==> src/rtl/jkie_pkg.sv <==
`timescale 1ns / 1ps
// ----------------------------------------------------------------------------
// jkie_pkg
// Shared types and constants for the JSON key integer extractor.
// ----------------------------------------------------------------------------
package jkie_pkg;

  localparam int KEY_W       = 64;
  localparam int KEY_LEN_W   = 4;
  localparam int CFG_INDEX_W = 2;
  localparam int NUMBER_W    = 32;

  localparam logic [CFG_INDEX_W-1:0] REG_KEY_BYTES  = 2'd0;
  localparam logic [CFG_INDEX_W-1:0] REG_KEY_LENGTH = 2'd1;

  localparam logic [1:0] ST_OK        = 2'd0;
  localparam logic [1:0] ST_MALFORMED = 2'd1;
  localparam logic [1:0] ST_NOT_FOUND = 2'd2;
  localparam logic [1:0] ST_BAD_VALUE = 2'd3;

  localparam logic [7:0] CH_LBRACE = 8'h7B;
  localparam logic [7:0] CH_RBRACE = 8'h7D;
  localparam logic [7:0] CH_QUOTE  = 8'h22;
  localparam logic [7:0] CH_COLON  = 8'h3A;
  localparam logic [7:0] CH_MINUS  = 8'h2D;
  localparam logic [7:0] CH_ZERO   = 8'h30;
  localparam logic [7:0] CH_NINE   = 8'h39;

  typedef struct packed {
    logic [7:0] text_byte;
    logic       final_byte;
  } text_t;

  typedef struct packed {
    logic [1:0]                 status;
    logic signed [NUMBER_W-1:0] number;
  } result_t;

  // one slot of the byte window
  typedef struct packed {
    logic       valid;
    logic [7:0] data;
  } slot_t;

  typedef struct packed {
    logic                found;
    logic                value_ok;
    logic [NUMBER_W-1:0] number;
  } parse_res_t;

endpackage

==> src/rtl/jkie_cell.sv <==
`timescale 1ns / 1ps
// ----------------------------------------------------------------------------
// jkie_cell
// One window cell: holds a text byte, passes it on, compares against key.
// ----------------------------------------------------------------------------
module jkie_cell (
  input  logic           clk,
  input  logic           rst,
  input  logic           shift,
  input  logic           clear,
  input  jkie_pkg::slot_t slot_in,
  input  logic [7:0]     want,
  input  logic           active,
  output jkie_pkg::slot_t slot,
  output logic           hit
);

  // compare the value this cell takes on at this shift
  assign hit = !active || (slot_in.valid && (slot_in.data == want));

  always_ff @(posedge clk) begin
    if (rst || (shift && clear)) begin
      slot.valid <= 1'b0;
    end else if (shift) begin
      slot.valid <= slot_in.valid;
    end
    if (shift) begin
      slot.data <= slot_in.data;
    end
  end

endmodule

==> src/rtl/jkie_parse.sv <==
`timescale 1ns / 1ps
// ----------------------------------------------------------------------------
// jkie_parse
// Key-found sequencer and decimal value accumulator with saturation.
// ----------------------------------------------------------------------------
module jkie_parse (
  input  logic                  clk,
  input  logic                  rst,
  input  logic                  step,
  input  logic                  clear,
  input  logic [7:0]            text_byte,
  input  logic                  key_hit,
  output jkie_pkg::parse_res_t  res
);

  localparam logic [2:0] PH_SEARCH = 3'd0;
  localparam logic [2:0] PH_SKIP1  = 3'd1;
  localparam logic [2:0] PH_SKIP2  = 3'd2;
  localparam logic [2:0] PH_FIRST  = 3'd3;
  localparam logic [2:0] PH_DIGITS = 3'd4;
  localparam logic [2:0] PH_DONE   = 3'd5;
  localparam logic [2:0] PH_BAD    = 3'd6;

  localparam logic [35:0] MAG_LIMIT = 36'h080000000;

  logic [2:0]  phase, phase_next;
  logic        negative, negative_next;
  logic [31:0] magnitude, magnitude_next;
  logic        is_digit;
  logic [35:0] mag_wide, mag_sum;
  logic [31:0] mag_added;

  assign is_digit = (text_byte >= jkie_pkg::CH_ZERO) && (text_byte <= jkie_pkg::CH_NINE);

  // magnitude * 10 + digit, clamped at 2^31
  assign mag_wide  = {4'b0, magnitude};
  assign mag_sum   = (mag_wide << 3) + (mag_wide << 1) +
                     {28'b0, text_byte - jkie_pkg::CH_ZERO};
  assign mag_added = (mag_sum > MAG_LIMIT) ? MAG_LIMIT[31:0] : mag_sum[31:0];

  always_comb begin
    phase_next     = phase;
    negative_next  = negative;
    magnitude_next = magnitude;
    unique case (phase)
      PH_SEARCH: begin
        if (key_hit) phase_next = PH_SKIP1;
      end
      PH_SKIP1: phase_next = PH_SKIP2;
      PH_SKIP2: phase_next = PH_FIRST;
      PH_FIRST: begin
        if (text_byte == jkie_pkg::CH_MINUS) begin
          negative_next = 1'b1;
          phase_next    = PH_DIGITS;
        end else if (is_digit) begin
          magnitude_next = mag_added;
          phase_next     = PH_DIGITS;
        end else begin
          phase_next = PH_BAD;
        end
      end
      PH_DIGITS: begin
        if (is_digit) magnitude_next = mag_added;
        else          phase_next     = PH_DONE;
      end
      default: phase_next = phase;
    endcase
  end

  always_comb begin
    res.found    = (phase_next != PH_SEARCH);
    res.value_ok = (phase_next == PH_DIGITS) || (phase_next == PH_DONE);
    if (negative_next) begin
      res.number = 32'd0 - magnitude_next;
    end else if (magnitude_next[31]) begin
      res.number = 32'h7FFF_FFFF;
    end else begin
      res.number = magnitude_next;
    end
  end

  always_ff @(posedge clk) begin
    if (rst || (step && clear)) begin
      phase     <= PH_SEARCH;
      negative  <= 1'b0;
      magnitude <= 32'd0;
    end else if (step) begin
      phase     <= phase_next;
      negative  <= negative_next;
      magnitude <= magnitude_next;
    end
  end

endmodule

==> src/rtl/json_key_integer_extract.sv <==
`timescale 1ns / 1ps
// The result word appears in the cycle after the final text byte is taken.
// Throughput: one text byte per cycle unless a result word waits unread; the
//   key compare spans the window cells; the digit accumulate is a 36-bit add.
// The output register frees in the same cycle it is read, so no bubbles.
// Reset: synchronous; clears window, flags, parser and sets key_length to 1.
// ----------------------------------------------------------------------------
// json_key_integer_extract
// Streams a JSON text, finds a configured key and returns its integer value.
// ----------------------------------------------------------------------------
module json_key_integer_extract #(
  parameter int MAX_KEY_BYTES = 8,
  parameter int TEXT_BYTES    = 1024
) (
  input  logic                             clk,
  input  logic                             rst,
  input  logic                             text_valid,
  output logic                             text_ready,
  input  jkie_pkg::text_t                  text_word,
  output logic                             result_valid,
  input  logic                             result_ready,
  output jkie_pkg::result_t                result_word,
  input  logic                             cfg_valid,
  output logic                             cfg_ready,
  input  logic [jkie_pkg::CFG_INDEX_W-1:0] cfg_index,
  input  logic [jkie_pkg::KEY_W-1:0]       cfg_data
);

  localparam int CNT_W = $clog2(TEXT_BYTES + 1);

  logic [jkie_pkg::KEY_W-1:0]     key_bytes;
  logic [jkie_pkg::KEY_LEN_W-1:0] key_length;
  logic [jkie_pkg::KEY_LEN_W-1:0] key_len_eff;

  logic             started, opens_with_brace, quote_seen, colon_seen;
  logic             opens_next, quote_next, colon_next;
  logic [CNT_W-1:0] byte_count, byte_count_next;

  logic             step, last, malformed;
  logic [7:0]       text_byte;

  jkie_pkg::slot_t           slot_chain [MAX_KEY_BYTES+1];
  logic [MAX_KEY_BYTES-1:0]  hits;
  jkie_pkg::parse_res_t      pres;
  jkie_pkg::result_t         result_next;

  assign text_byte  = text_word.text_byte;
  assign last       = text_word.final_byte;
  assign text_ready = !result_valid || result_ready;
  assign step       = text_valid && text_ready;
  assign cfg_ready  = 1'b1;

  always_ff @(posedge clk) begin
    if (rst) begin
      key_bytes  <= '0;
      key_length <= jkie_pkg::KEY_LEN_W'(1);
    end else if (cfg_valid) begin
      if (cfg_index == jkie_pkg::REG_KEY_BYTES) begin
        key_bytes <= cfg_data;
      end else if (cfg_index == jkie_pkg::REG_KEY_LENGTH) begin
        key_length <= cfg_data[jkie_pkg::KEY_LEN_W-1:0];
      end
    end
  end

  always_comb begin
    if (key_length == '0) begin
      key_len_eff = jkie_pkg::KEY_LEN_W'(1);
    end else if (key_length > jkie_pkg::KEY_LEN_W'(MAX_KEY_BYTES)) begin
      key_len_eff = jkie_pkg::KEY_LEN_W'(MAX_KEY_BYTES);
    end else begin
      key_len_eff = key_length;
    end
  end

  // newest byte enters cell 0
  assign slot_chain[0].valid = 1'b1;
  assign slot_chain[0].data  = text_byte;

  for (genvar i = 0; i < MAX_KEY_BYTES; i++) begin : g_cell
    logic [jkie_pkg::KEY_LEN_W-1:0] sel;
    logic [7:0]                     want;
    logic                           active;

    assign active = jkie_pkg::KEY_LEN_W'(i) < key_len_eff;
    assign sel    = key_len_eff - jkie_pkg::KEY_LEN_W'(1) - jkie_pkg::KEY_LEN_W'(i);
    assign want   = key_bytes[{sel[2:0], 3'b000} +: 8];

    jkie_cell u_cell (
      .clk     (clk),
      .rst     (rst),
      .shift   (step),
      .clear   (last),
      .slot_in (slot_chain[i]),
      .want    (want),
      .active  (active),
      .slot    (slot_chain[i+1]),
      .hit     (hits[i])
    );
  end

  jkie_parse u_parse (
    .clk       (clk),
    .rst       (rst),
    .step      (step),
    .clear     (last),
    .text_byte (text_byte),
    .key_hit   (&hits),
    .res       (pres)
  );

  assign opens_next      = started ? opens_with_brace : (text_byte == jkie_pkg::CH_LBRACE);
  assign quote_next      = quote_seen || (text_byte == jkie_pkg::CH_QUOTE);
  assign colon_next      = colon_seen || (text_byte == jkie_pkg::CH_COLON);
  assign byte_count_next = (byte_count == CNT_W'(TEXT_BYTES)) ? byte_count
                                                              : byte_count + CNT_W'(1);

  always_ff @(posedge clk) begin
    if (rst || (step && last)) begin
      started          <= 1'b0;
      opens_with_brace <= 1'b0;
      quote_seen       <= 1'b0;
      colon_seen       <= 1'b0;
      byte_count       <= '0;
    end else if (step) begin
      started          <= 1'b1;
      opens_with_brace <= opens_next;
      quote_seen       <= quote_next;
      colon_seen       <= colon_next;
      byte_count       <= byte_count_next;
    end
  end

  assign malformed = !opens_next || (text_byte != jkie_pkg::CH_RBRACE) || !quote_next ||
                     !colon_next || (byte_count_next >= CNT_W'(TEXT_BYTES));

  always_comb begin
    result_next.number = '0;
    priority if (malformed) begin
      result_next.status = jkie_pkg::ST_MALFORMED;
    end else if (!pres.found) begin
      result_next.status = jkie_pkg::ST_NOT_FOUND;
    end else if (!pres.value_ok) begin
      result_next.status = jkie_pkg::ST_BAD_VALUE;
    end else begin
      result_next.status = jkie_pkg::ST_OK;
      result_next.number = pres.number;
    end
  end

  always_ff @(posedge clk) begin
    if (rst) begin
      result_valid <= 1'b0;
    end else if (step && last) begin
      result_valid <= 1'b1;
    end else if (result_ready) begin
      result_valid <= 1'b0;
    end
  end

  always_ff @(posedge clk) begin
    if (step && last) begin
      result_word <= result_next;
    end
  end

endmodule

==> config.mk <==
export PLATFORM = sky130hd
export DESIGN_NAME = json_key_integer_extract
export DESIGN_NICKNAME = d
export VERILOG_FILES = /design/src/rtl/jkie_pkg.sv /design/src/rtl/jkie_cell.sv /design/src/rtl/jkie_parse.sv /design/src/rtl/json_key_integer_extract.sv
export SDC_FILE = /design/constraint.sdc
export NUM_CORES = 1
export LEC_CHECK = 0
export BUFFER_PORTS_ARGS = -buffer_cell sky130_fd_sc_hd__buf_2
export CORE_MARGIN = 2
export CORE_UTILIZATION = 47
export CTS_BUF_LIST = sky130_fd_sc_hd__clkbuf_2
export DETAILED_ROUTE_END_ITERATION = 8
export GPL_ROUTABILITY_DRIVEN = 0
export HOLD_SLACK_MARGIN = 0.15
export PLACE_DENSITY = 0.68
export SKIP_CTS_REPAIR_TIMING = 1
export SLEW_MARGIN = 10
export SYNTH_ARGS = -nofsm -noshare
export SYNTH_HDL_FRONTEND = slang
export SYNTH_SLANG_ARGS = --single-unit
==> constraint.sdc <==
create_clock -name clk -period 8.7 [get_ports clk]
set_clock_uncertainty 0.1 [all_clocks]
set_input_delay 2.61 -clock clk [delete_from_list [all_inputs] [get_ports clk]]
set_output_delay 2.61 -clock clk [all_outputs]
set_load 0.03 [all_outputs]
# Yosys cells after proc, flatten, opt, wreduce, memory -nomap -nowiden
# Index checks and enable logic that the tools add are counted.
[totals]
regBits = 216
output_inout_bits = 37
wordCells = 153
[classes]
add_sub_neg = 13
order_cmp = 13
eq_ne = 21
n_shift = 8
n_mux = 21
bitwise = 3
reduce_logical = 48
[ops]
columns = ["cell", "count"]
rows = [
  ["64-bit by 7-bit indexed part select with 8-bit output", 8],
  ["32-bit two-way mux", 4],
  ["8-bit == test", 8],
  ["32-bit one-hot mux with 2 select lines", 1],
  ["35-bit by 33-bit adder with 36-bit output", 1],
  ["36-bit by 8-bit adder with 36-bit output", 1],
  ["36-bit by 32-bit > comparator with 1-bit output (second input constant)", 1],
  ["1-bit by 32-bit subtractor with 32-bit output (first input constant)", 1],
  ["31-bit two-way mux", 1],
  ["8-bit by 6-bit == test with 1-bit output (second input constant)", 3],
  ["1-bit logical OR", 17],
  ["3-bit by 4-bit < comparator with 1-bit output (first input constant)", 4],
  ["3-bit one-hot mux with 5 select lines", 1],
  ["1-bit logical NOT", 12],
  ["3-bit subtractor (second input constant)", 4],
  ["11-bit by 1-bit adder with 11-bit output (second input constant)", 1],
  ["11-bit == test (second input constant)", 1],
  ["11-bit greater-or-equal comparator (second input constant)", 1],
  ["11-bit two-way mux", 1],
  ["1-bit logical AND", 10],
  ["3-bit == test (second input constant)", 3],
  ["3-bit two-way mux", 3],
  ["8-bit by 7-bit == test with 1-bit output (second input constant)", 1],
  ["8-bit by 6-bit greater-or-equal comparator with 1-bit output (second input constant)", 1],
  ["24 further kinds", 38],
]

# Longest topological paths before layout
[logic_depth]
word_depth = 16
depth_mapped = 24
mapped_depth_nobuf = 21

# Hierarchy
# Synthesis repeated with hierarchy kept, for this count alone.
[hier_totals]
hier_cells = 1763
area_unflattened_um2 = 16504.6
[by_module_without_submodules]
columns = ["mod", "instances", "cells_each", "area_each_um2"]
rows = [
  ["json_key_integer_extract", 1, 752, 7357.1],
  ["jkie_parse", 1, 819, 6134.6],
  ["jkie_cell", 8, 24, 376.6],
]

# Worst setup path after synthesis
# No wires, ideal clock.
[synth_path]
path_type = "input-to-reg"
startpoint = "input text_word[7] (netlist bit)"
endpoint = "register result_word[14] (netlist bit), data pin"
setup_time_ns = 0.266
arrival_time_ns = 7.167
required_ns = 8.334
setup_slack_ns = 1.167
path_stages = 24
n_path_buf = 4
cell_sequence = "clkbuf_1 a21oi_1 xnor2_1 fa_1 inv_1 ha_1 a21oi_1 nand2_1 o21ai_1 a21o_1 a2111oi_2 or3_1 a2111oi_4 buf_6 and2_4 buf_6 a22oi_1 ha_1 nand3_1 a31oi_4 buf_6 a21oi_1 mux2i_1 nor2_1"
[synth_between]
elab_chain_len = 9
elab_cells_between_ends = 45
[synth_rtl]
columns = ["item", "line", "text"]
rows = [
  ["start: declaration", "json_key_integer_extract.sv:19", "input jkie_pkg::text_t text_word,"],
  ["8-bit by 6-bit subtractor with 8-bit output (tied with other cells)", "jkie_parse.sv:38", "{28'b0, text_byte - jkie_pkg::CH_ZERO};"],
  ["36-bit by 8-bit adder with 36-bit output (tied with other cells)", "jkie_parse.sv:37", "assign mag_sum = (mag_wide << 3) + (mag_wide << 1) +"],
  ["36-bit by 32-bit > comparator with 1-bit output (tied with other cells)", "jkie_parse.sv:39", "assign mag_added = (mag_sum > MAG_LIMIT) ? MAG_LIMIT[31:0] : mag_sum[31:0];"],
  ["32-bit two-way mux (tied with other cells)", "jkie_parse.sv:39", ""],
  ["32-bit two-way mux or 3-bit one-hot mux with 5 select lines (tied branches)", "jkie_parse.sv:55, jkie_parse.sv:63, jkie_parse.sv:45", ""],
  ["32-bit two-way mux or 3-bit == test (tied branches)", "jkie_parse.sv:52, jkie_parse.sv:72", ""],
  ["32-bit one-hot mux with 2 select lines or 1-bit logical OR (tied branches)", "jkie_parse.sv:45, jkie_parse.sv:72", ""],
  ["1-bit by 32-bit subtractor with 32-bit output (tied with other cells)", "jkie_parse.sv:74", "res.number = 32'd0 - magnitude_next;"],
  ["32-bit two-way mux or 3-bit OR reduction (tied branches)", "--", ""],
  ["end signal: assignment", "json_key_integer_extract.sv:163", "result_word <= result_next;"],
  ["end: declaration", "json_key_integer_extract.sv:22", "output jkie_pkg::result_t result_word,"],
]
# Several ways; a longest one is shown, not always the timed one.
# A chain may end at the register's enable or synchronous reset.

# Worst setup path after layout
[layout_path]
startpoint = "input text_word[5] (netlist bit)"
endpoint = "register result_word[28] (netlist bit), data pin"
# Same word-level chain as after synthesis.

==> flow_summary_export.csv <==
group,metric,value,unit
hold_path,hold_path_class,"reg -> reg",
outcome,status,"finished, final reports clean",
die,rows,66,
pwr,p_comb_share,20.0,%
yosys,synthesis.area,15300,um^2
global_route,grt_max_degree,66,
routing,drcViolationCount,0,
yosys,synth_nets,1829,
global_route,grt_pass1_vias,13239,
yosys,async_flop_share,0,%
setup_path,cp.arrival,7.71,ns
setup_path,required,9.22,ns
yosys,synth_seq_cells,216,
cts,clock_latency,1.01,ns
die,start_util,47.4,%
final_layout,num-fill-cells,3074,
die,die_w,185,um
pwr,worst_ir_drop_vdd,72.6,uV
cts,cts_max_level,2,
sta,finalCritPeriodShare,82.7,%
yosys,yosys_warnings,0,
routing,wl,45900,um
cts,clkTransAtPathRegs,0.10,ns
yosys,syn_inst,1677,
setup_path,worstSetupPathType,"in -> reg",
setup_path,cp_max_fo,14,
routing,via_count,13872,
yosys,synth_ff_type,"dfxtp_1",
sta,max_freq,0.139,GHz
pwr,pwr-share-seq,49.1,%
pwr,power_density,139,nW/um^2
pwr,p_clk_share,31.0,%
routing,drtPass1Iterations,6,
pwr,p_leak,6.67,nW
sta,period_minus_slack,7.19,ns
sta,fin_worst_hold_slack,0.261,ns
place,placedCellCount,2157,
sta,setup_tns,0,ns
die,coreArea,32400,um^2
place,hpwl,34400,um
sta,tightestPinTransition,1.19,ns
final_layout,regArea,5230,um^2
pwr,switching_share,34.1,%
sta,setup_viol,0,
final_layout,finalNetCount,1926,
routing,drt_iter0_drc,1329,
routing,via_per_inst,6.14,
final_layout,final_cell_count_no_fill,2260,
final_layout,area_growth,9.02,%
setup_path,end_kind,"flip-flop",
yosys,avgSynthCellArea,9.15,um^2
cts,clkSinkCount,216,
yosys,synth_edf_count,90,
sta,timing.slew.headroom,20.5,%
die,ios,117,
global_route,overflow,0,
global_route,grt_pass1_wl,71100,um
yosys,ys_seq_area_share,34.0,%
routing,wl_per_cell,20.3,um
die,die-area,34100,um^2
final_layout,final_common_cell,"nand2_1",
cts,cts_tree,"done",
cts,cts_root_buf,"clkbuf_2",
final_layout,multi_input_area,9530,um^2
cts,numCtsBuffers,57,
die,fp.dieH,185,um
yosys,yosysUniqueCellTypes,101,
pwr,p_switching,0.795,mW
final_layout,final_cell_mix,"nand2_1, mux2i_1, a21oi_1, dfxtp_1, buf_2",
global_route,track_usage,26.8,%
place,port_buffers,115,
sta,rsz0062_at_grt,"false",
pwr,internal-power,1.53,mW
flow_run,max-cap-violations,0,
global_route,antenna_found_initial,1,
sta,hold_violations,0,
cts,clk_path_buf_depth,3,
setup_path,worstSetupStartpointType,"input port",
sta,drv_slew,0,
final_layout,drive_gt1_share,17.5,%
routing,antenna_left,0,
## through the flow
| stage | total power, mW | util, % | setup WS [ns] | instance area, um^2 |
|---|---|---|---|---|
| finish | 2.33 | 51.7 | 1.51 | 16700 |
| floorplan | 1.48 | - | 1.17 | 15300 |
| detailed placement | 1.62 | 50.1 | 0.726 | 16200 |
| CTS | 2.34 | 51.7 | 1.67 | 16700 |
| global route | 2.45 | 51.7 | 1.27 | 16700 |
| global placement | 1.61 | 50.1 | 0.951 | 16200 |
## power by group through the flow
| stage | logic, mW | clock network [mW] | registers, mW |
|---|---|---|---|
| 2_1_floorplan | 0.324 | 0 | 1.16 |
| 3_3_place_gp | 0.449 | 0 | 1.16 |
| 3_5_place_dp | 0.454 | 0 | 1.16 |
| 4_1_cts | 0.457 | 0.746 | 1.14 |
| 5_1_grt | 0.503 | 0.802 | 1.15 |
| 6_report | 0.465 | 0.721 | 1.14 |
## registers in the layout, summed over array words and instances (netlist names), named ones only
| register | cells |
|---|---|
| colon_seen | 1 |
| key_length | 4 |
| result_word | 34 |
| u_parse.magnitude | 32 |
| u_parse.negative | 1 |
| opens_with_brace | 1 |
| u_parse.phase | 3 |
| quote_seen | 1 |
| byte_count | 5 |
| result_valid | 1 |
| g_cell.u_cell.slot | 63 |
| key_bytes | 64 |
## final timing paths
kind	depth (start not counted)	end	slack, ns	start
min	0	g_cell[4].u_cell.slot[6]$_DFFE_PP_	0.26	g_cell[3].u_cell.slot[6]$_DFFE_PP_
max reg2reg	14	result_word[32]$_SDFFCE_PP1P_	2.91	key_length[3]$_SDFFE_PP0P_
max	22	result_word[28]$_SDFFCE_PP0P_	1.51	text_word[5]
min reg2reg	0	g_cell[4].u_cell.slot[6]$_DFFE_PP_	0.26	g_cell[3].u_cell.slot[6]$_DFFE_PP_
## kinds of logic after synthesis
group	count (synthesis)	share of synthesized area (%)
AND/OR/NAND/NOR	554	16.7
AO/OA/AOI/OAI	406	18.3
flip-flops	216	34.0
multiplexers	184	14.8
buffers and inverters	144	4.08
XOR/XNOR	100	5.88
adder cells (fa/ha/maj)	72	6.16
other	1	0.0244
## per-layer routing
metal  track usage (%)  routed length (um)  vias to the layer above
met5                 0                   0                        -
met4              11.1                1900                        0
met3              5.55                3570                      140
met2              42.3               20800                      600
met1              35.7               19700                     6691
li1                  -                   -                     6441
## cells in the mapped netlist (5+ instances only)
| cell | n | area, um^2 |
|---|---|---|
| edfxtp_1 | 90 | 2700 |
| and4_1 | 5 | 43.8 |
| o21a_1 | 7 | 52.6 |
| and3_1 | 13 | 81.3 |
| buf_2 | 11 | 55.1 |
| o21ai_0 | 38 | 190 |
| buf_6 | 5 | 56.3 |
| nand4_1 | 20 | 125 |
| mux2i_1 | 150 | 1500 |
| or3_1 | 15 | 93.8 |
| a21o_1 | 13 | 97.6 |
| mux4_2 | 34 | 766 |
| a211oi_1 | 37 | 278 |
| a21boi_0 | 6 | 45.0 |
| ha_1 | 66 | 826 |
| nand2_1 | 246 | 923 |
| nand2b_1 | 7 | 43.8 |
| inv_1 | 44 | 165 |
| a31oi_1 | 26 | 163 |
| nor3_1 | 30 | 150 |
| clkbuf_1 | 56 | 210 |
| fa_1 | 6 | 120 |
| or2_2 | 10 | 62.6 |
| nor4_1 | 16 | 100 |
| buf_1 | 21 | 78.8 |
| buf_4 | 5 | 37.5 |
| a311oi_1 | 5 | 43.8 |
| o21ai_1 | 7 | 35.0 |
| and2_1 | 9 | 56.3 |
| a21oi_1 | 140 | 701 |
| xnor2_1 | 54 | 473 |
| nor2b_1 | 9 | 56.3 |
| nor2_1 | 114 | 428 |
| xor2_1 | 44 | 385 |
| a32oi_1 | 14 | 123 |
| o31ai_1 | 5 | 37.5 |
| o311a_1 | 5 | 50.1 |
| a22oi_1 | 16 | 120 |
| nand3_1 | 33 | 165 |
| dfxtp_1 | 126 | 2520 |
| o211ai_1 | 10 | 75.1 |
| a211o_1 | 8 | 70.1 |
## cell type report
class                   instances  share of cell area (%)
flip-flops and latches        216                    31.2
clock buffers                  81                    2.42
diodes                          1                  0.0150
inverters                      45                    1.02
well taps                     442                    3.31
multi-input cells            1317                    57.0
repair buffers                137                    4.43
clock inverters                21                   0.606
## worst max-delay path, stage by stage
cell and delay, ns:
buf_2 0.16, inv_1 0.06, ha_1 0.30, fa_1 0.49
inv_1 0.04, ha_1 0.34, o211a_1 0.26, o31ai_1 0.14
a21oi_1 0.15, or2_2 0.33, a311oi_1 0.62, nor2_1 0.12
nand4_1 0.17, o21bai_4 0.07, and2_4 0.20, a22oi_1 0.27
ha_1 0.30, nand3_1 0.16, a31oi_4 0.43, nand3_2 0.18
nor3_1 0.21, a211oi_1 0.08
Note: power is estimated with default switching activity, not from simulation.
